$ cat src/hw/rtl/ybpp_pkg.sv
// Package with payload types, coefficients and the byte clamp for the YUV to BGR pair converter.
package ybpp_pkg;

  // Fixed-point coefficients, scaled by 128; OffsetR and OffsetB are in whole units.
  localparam int unsigned CoefY     = 149;
  localparam int unsigned CoefVR    = 204;
  localparam int unsigned CoefUG    = 50;
  localparam int unsigned CoefVG    = 104;
  localparam int unsigned OffsetR   = 223;
  localparam int unsigned OffsetG   = 135 * 128;
  localparam int unsigned OffsetB   = 277;
  localparam int unsigned RoundHalf = 64;
  localparam int unsigned FracBits  = 7;

  // Width of the signed intermediate sums.
  localparam int unsigned SumW = 18;

  typedef struct packed {
    logic [7:0] luma_first;
    logic [7:0] luma_second;
    logic [7:0] chroma_blue;
    logic [7:0] chroma_red;
  } ybpp_in_t;

  typedef struct packed {
    logic [7:0] blue_first;
    logic [7:0] green_first;
    logic [7:0] red_first;
    logic [7:0] blue_second;
    logic [7:0] green_second;
    logic [7:0] red_second;
  } ybpp_out_t;

  // Saturates a signed sum to the range 0..255.
  function automatic logic [7:0] clamp_byte(logic signed [SumW-1:0] x);
    logic [7:0] res;
    if (x[SumW-1]) begin
      res = 8'd0;
    end else if (x > $signed(SumW'(255))) begin
      res = 8'd255;
    end else begin
      res = x[7:0];
    end
    return res;
  endfunction

endpackage

$ cat src/hw/rtl/yuv_to_bgr_pixel_pair_core.sv
// Top level of the YUV to BGR pixel pair converter: input register, conversion, result register.
//
// Usage: the upstream source presents a pixel pair (two luma samples and the
// shared U and V samples) on in_data_i with in_valid_i. A transaction on the
// input channel happens when in_valid_i and in_ready_o are both high. The
// converted pair, two BGR pixels clamped to 0..255, leaves on out_data_o with
// out_valid_o and is taken when out_ready_i is high.
// The pair is captured in the input register, and then the converted result is
// captured in the result register and shown on the output channel.
// Throughput is one pair per clock cycle while the receiver does not stall, set by
// the two-stage pipeline with a single short arithmetic pass (constant multiplies,
// adds and a clamp) between the input register and the result register.
// When the receiver stalls, the result register holds its transaction and the
// input register can still take one more pair; only when both are full does
// in_ready_o fall. Ready propagates combinationally back from out_ready_i.
// Reset clears both valid flags, so the block comes up empty and ready; the
// payload registers are not reset.
module yuv_to_bgr_pixel_pair_core (
  input  logic                clk_i,
  input  logic                rst_ni,
  input  logic                in_valid_i,
  output logic                in_ready_o,
  input  ybpp_pkg::ybpp_in_t  in_data_i,
  output logic                out_valid_o,
  input  logic                out_ready_i,
  output ybpp_pkg::ybpp_out_t out_data_o
);
  import ybpp_pkg::*;

  // Input stage.
  logic      in_valid_q;
  logic      in_valid_d;
  ybpp_in_t  in_data_q;

  // Result stage.
  logic      out_valid_q;
  logic      out_valid_d;
  ybpp_out_t out_data_q;
  ybpp_out_t out_data_d;

  logic      result_ready;
  logic      in_fire;
  logic      advance;

  // The result register can take a new transaction when it is empty or is
  // being drained in this cycle.
  assign result_ready = !out_valid_q || out_ready_i;
  assign advance      = in_valid_q && result_ready;
  assign in_ready_o   = !in_valid_q || result_ready;
  assign in_fire      = in_valid_i && in_ready_o;

  always_comb begin
    in_valid_d = in_valid_q;
    if (in_fire) begin
      in_valid_d = 1'b1;
    end else if (advance) begin
      in_valid_d = 1'b0;
    end
  end

  always_comb begin
    out_valid_d = out_valid_q;
    if (advance) begin
      out_valid_d = 1'b1;
    end else if (out_ready_i) begin
      out_valid_d = 1'b0;
    end
  end

  always_ff @(posedge clk_i or negedge rst_ni) begin
    if (!rst_ni) begin
      in_valid_q  <= 1'b0;
      out_valid_q <= 1'b0;
    end else begin
      in_valid_q  <= in_valid_d;
      out_valid_q <= out_valid_d;
    end
  end

  always_ff @(posedge clk_i) begin
    if (in_fire) begin
      in_data_q <= in_data_i;
    end
    if (advance) begin
      out_data_q <= out_data_d;
    end
  end

  // Both pixels share the chroma samples; each gets its own converter.
  ybpp_pixel_conv u_conv_first (
    .luma_i        (in_data_q.luma_first),
    .chroma_blue_i (in_data_q.chroma_blue),
    .chroma_red_i  (in_data_q.chroma_red),
    .blue_o        (out_data_d.blue_first),
    .green_o       (out_data_d.green_first),
    .red_o         (out_data_d.red_first)
  );

  ybpp_pixel_conv u_conv_second (
    .luma_i        (in_data_q.luma_second),
    .chroma_blue_i (in_data_q.chroma_blue),
    .chroma_red_i  (in_data_q.chroma_red),
    .blue_o        (out_data_d.blue_second),
    .green_o       (out_data_d.green_second),
    .red_o         (out_data_d.red_second)
  );

  assign out_valid_o = out_valid_q;
  assign out_data_o  = out_data_q;

`ifndef SYNTHESIS
  // An empty input stage must always be able to take a transaction.
  assert property (@(posedge clk_i) disable iff (!rst_ni) !in_valid_q |-> in_ready_o)
    else $error("input stage empty but not ready");

  // An accepted pair is held in the input stage on the next cycle.
  assert property (@(posedge clk_i) disable iff (!rst_ni) in_fire |=> in_valid_q)
    else $error("accepted pair lost from input stage");

  // A pair that moves on always appears as a valid result.
  assert property (@(posedge clk_i) disable iff (!rst_ni) advance |=> out_valid_q)
    else $error("converted pair not presented");

  // A pair blocked by a stalled result stays in the input stage.
  assert property (@(posedge clk_i) disable iff (!rst_ni)
                   (in_valid_q && !result_ready) |=> in_valid_q)
    else $error("blocked pair dropped from input stage");
`endif

endmodule

$ cat src/hw/rtl/ybpp_pixel_conv.sv
// Combinational BT.601 conversion of one pixel from Y, U and V to clamped B, G and R.
module ybpp_pixel_conv (
  input  logic [7:0] luma_i,
  input  logic [7:0] chroma_blue_i,
  input  logic [7:0] chroma_red_i,
  output logic [7:0] blue_o,
  output logic [7:0] green_o,
  output logic [7:0] red_o
);
  import ybpp_pkg::*;

  logic        [15:0]     luma_prod;
  logic        [15:0]     red_prod;
  logic        [8:0]      luma_term;
  logic        [8:0]      red_term;
  logic signed [10:0]     red_sum;
  logic signed [10:0]     blue_sum;
  logic signed [SumW-1:0] green_sum;
  logic signed [SumW-1:0] green_shift;

  assign luma_prod = 16'(luma_i) * 16'(CoefY);
  assign red_prod  = 16'(chroma_red_i) * 16'(CoefVR);

  // Both products stay below 2^16 even after the rounding half is added.
  assign luma_term = 9'((luma_prod + 16'(RoundHalf)) >> FracBits);
  assign red_term  = 9'((red_prod + 16'(RoundHalf)) >> FracBits);

  assign red_sum  = $signed({2'b00, luma_term}) + $signed({2'b00, red_term})
                  - $signed(11'(OffsetR));
  assign blue_sum = $signed({2'b00, luma_term}) + $signed({2'b00, chroma_blue_i, 1'b0})
                  - $signed(11'(OffsetB));

  // Green is kept signed so that a negative sum saturates at zero.
  assign green_sum = $signed({2'b00, luma_prod})
                   + $signed(SumW'(OffsetG + RoundHalf))
                   - $signed(SumW'(chroma_blue_i) * SumW'(CoefUG))
                   - $signed(SumW'(chroma_red_i) * SumW'(CoefVG));
  assign green_shift = green_sum >>> FracBits;

  assign blue_o  = clamp_byte(SumW'(blue_sum));
  assign green_o = clamp_byte(green_shift);
  assign red_o   = clamp_byte(SumW'(red_sum));

endmodule
$ cat config.mk
export PLATFORM = sky130hd
export DESIGN_NAME = yuv_to_bgr_pixel_pair_core
export DESIGN_NICKNAME = d
export VERILOG_FILES = /design/src/hw/rtl/ybpp_pkg.sv /design/src/hw/rtl/yuv_to_bgr_pixel_pair_core.sv /design/src/hw/rtl/ybpp_pixel_conv.sv
export SDC_FILE = /design/constraint.sdc
export NUM_CORES = 1
export LEC_CHECK = 0
export BUFFER_PORTS_ARGS = -buffer_cell sky130_fd_sc_hd__buf_2
export CAP_MARGIN = 20
export CORE_MARGIN = 2
export CORE_UTILIZATION = 59
export CTS_CLUSTER_DIAMETER = 30
export DETAILED_ROUTE_END_ITERATION = 7
export PLACE_DENSITY = 0.87
export RECOVER_POWER = 100
export SYNTH_ARGS = -nofsm -noshare
export SYNTH_HDL_FRONTEND = slang
export SYNTH_SLANG_ARGS = --single-unit
$ cat constraint.sdc
create_clock -name clk_i -period 14.74 [get_ports clk_i]
set_clock_uncertainty 0.2 [all_clocks]
set_input_delay 2.948 -clock clk_i [delete_from_list [all_inputs] [get_ports clk_i]]
set_output_delay 2.948 -clock clk_i [all_outputs]
set_load 0.005 [all_outputs]
==> impl_results.md <==
- Fin cells: 1563
- Syn avg cell area: 9.60 µm²
- Post-synthesis mux area share: 0.173%
- Vias in the first global route: 9007
- Global-route wire length before repair: 42400 µm
- R2R Setup Slk: 6950 ps
- Placed cells: 1546
- Yosys top cell area share: 26.6%
- Crit path max fanout: 8
- WHS Endpoint: out_valid_o
- Share of cells above drive strength 1: 6.70%
- XOR/XNOR Fraction of Synth Area: 8.18%
- Register area share after synthesis: 21.2%
- Synth cell count leaders: ha_1 (246), inv_1 (223), a21oi_1 (93)
- Io pins: 86
- Max-slew violation count: 78
- Dominant cell type by area after synthesis: ha_1
- Vias/cell: 5.81
- Die extent in x: 144 µm
- Max Cap Viol: 2
- Initial Util: 59.8%
- Die Area: 20700 µm²
- RSZ-0062 raised after global routing: false
- H-Tree Depth: 3
- Syn nets: 1546
- Die Height: 144 µm
- Largest family of logic cells by synthesized area: adder cells
- Failing checks: max-capacitance violations, max-slew violations
- Total clock sinks: 82
- Dominant cells by area after synthesis: ha_1 (27%), edfxtp_1 (21%), fa_1 (10%)
- Clock root cell: clkbuf_16
- FF-to-FF End: out_data_o[46]
- Count leader, synth: ha_1
- Simple-gate share of the synthesized area: 10.2%
- Post-synth EDFFs: 80
- R2R depth: 21
- PortBufs: 85
- Worst-Margin Slew: 2410 ps
- Diode count: 0
- Min-Delay Path Class: reg -> reg
- Fmax: 128 MHz
- Max Root-Sink Buffers: 2
- Post-CTS Resized: 0
- Synth Flop Type: edfxtp_1
- Compound-Gate Fraction of Synth Area: 15.9%
- Cells after synthesis: 1205
- Total core area: 19300 µm²
- WL final: 25600 µm
- DRT antenna net count: 0
- Relative slew slack: -60.9%
- Setup Crit Path Kind: reg -> reg
- Routed len/inst: 16.4 µm
- Final setup fails: 0
- Synth Warn #: 0
- Largest net degree at the start of global routing: 49
- Postcts setup bufs: 0
- Via Count: 9074
- Fraction of registers with async set/reset: 2.44%
- Final period util: 52.9%
- Hold wc startpoint: in_valid_q
- Layout Area Growth over Synthesis: 8.37%
- Initial antenna violation count: 0
- Crit. End Element: register
- CTS clk-pin slew, worst paths: 70 ps
- Adder-cell share of the synthesized area: 36.8%
- Final worst path period need: 7790 ps
- Required time worst endpoint: 14590 ps
- GRT Total Usage: 25.9%
- Placer congestion estimate: 0.910
- Starting DRT DRC Count: 555
- # DRC: 0
- Reg2reg start: in_data_q[28]
- GRT overflow: 0
- Cts hold-fix bufs: 0
- Final hold vios: 0
- CTS tree: built
- DPL Wire Length: 20800 µm
- Setup crit start kind: register
- Hold path cells: 1
- Mapped Area: 11600 µm²
- Clk Latency, worst-skew pair: 360 ps
- Nets@finish: 1634
- Yosys cell types: 78
- Post-synthesis sequential element count: 82
- Row cnt: 51
- Setup TNS: 0 ps
- Status: finished with violations
- Drt first pass iters: 5
- Data arrival, critical path: 7640 ps
- Total CTS buffers: 9
-- worst max-delay path by stage --
stage | from | cells after the start | endpoint | slack, ps
2_1_floorplan | in_data_q[28] | 23 | out_data_o[32] | 8380
3_3_place_gp | in_data_q[22] | 23 | out_data_o[22] | 8070
3_5_place_dp | in_data_q[20] | 22 | out_data_o[9] | 7870
4_1_cts | in_data_q[20] | 23 | out_data_o[19] | 7760
5_1_grt | in_data_q[20] | 23 | out_data_o[19] | 6400
6_report | in_data_q[28] | 21 | out_data_o[46] | 6950
-- cell type report --
class / count / area, µm²
Clock buffer: 9 / 225
Sequential cell: 82 / 2450
Clock inverter: 7 / 100
Tap cell: 265 / 332
Multi-Input combinational cell: 891 / 8210
Fill cell: 1490 / 6800
Inverter: 223 / 837
Timing Repair Buffer: 86 / 382
-- routing by layer --
metal  global-route usage, %  up-vias  share of wire [%]
li1                        -     4428                  -
met1                    31.9     4352                 44
met2                    45.5      241                 49
met3                    3.21       53                4.7
met4                    11.2        0                3.2
met5                       0        -                  0
-- state kept, by name, indices dropped and copies added (netlist names) --
signal and flops:
out_valid_o 1, in_valid_q 1, out_data_o 48, in_data_q 32
-- layout by cell type (no fill, tap or decap), drive strengths merged, types with 8 or more instances in the layout --
cell / count
edfxtp: 80
a21o: 21
clkbuf: 46
xor2: 39
nor2b: 14
xnor2: 69
a211oi: 12
o21a: 8
a21oi: 94
or2: 8
nand3: 18
nand2: 34
o21ai: 35
o21bai: 14
and3: 9
o2111ai: 18
inv: 225
nand2b: 18
fa: 59
buf: 49
nor2: 40
nor3: 27
ha: 246
-- critical path: stages, from the launching register on --
cell,delay (ps)
edfxtp_1,450
ha_1,340
ha_1,280
inv_1,50
fa_1,500
fa_1,560
inv_1,60
ha_1,370
a21o_1,210
a21oi_1,180
nand2_1,110
xor2_1,480
nand3b_1,220
xnor2_1,300
ha_1,280
ha_1,330
nor2b_1,140
o21a_1,180
o41ai_1,720
mux2i_1,190
o311ai_0,1140
a21oi_1,170
-- logic make-up (layout without fill, tap and decap cells) --
group / after synthesis / after routing
DFF: 82 / 82
buffers and inverters: 232 / 325
AOI/OAI and AO/OA: 262 / 262
muxes: 2 / 2
adders and majority gates: 305 / 305
xor gates and xnor gates: 108 / 108
and+or+nand+nor: 214 / 214
-- metrics by stage --
step                cell area (µm²)  hold WS [ps]  utilization, %  setup WS [ps]
detailed placement            12300           295            63.5           7870
finish                        12500           311            64.8           6950
global placement              12300           268            63.5           8070
CTS                           12600           315            65.2           7760
global route                  12500           330            64.8           6400
floorplan                     11600           249               -           8380
Power is left out: the tool's default activity adds up to more than one toggle a clock period on the data nets, which glitch-free logic cannot reach.
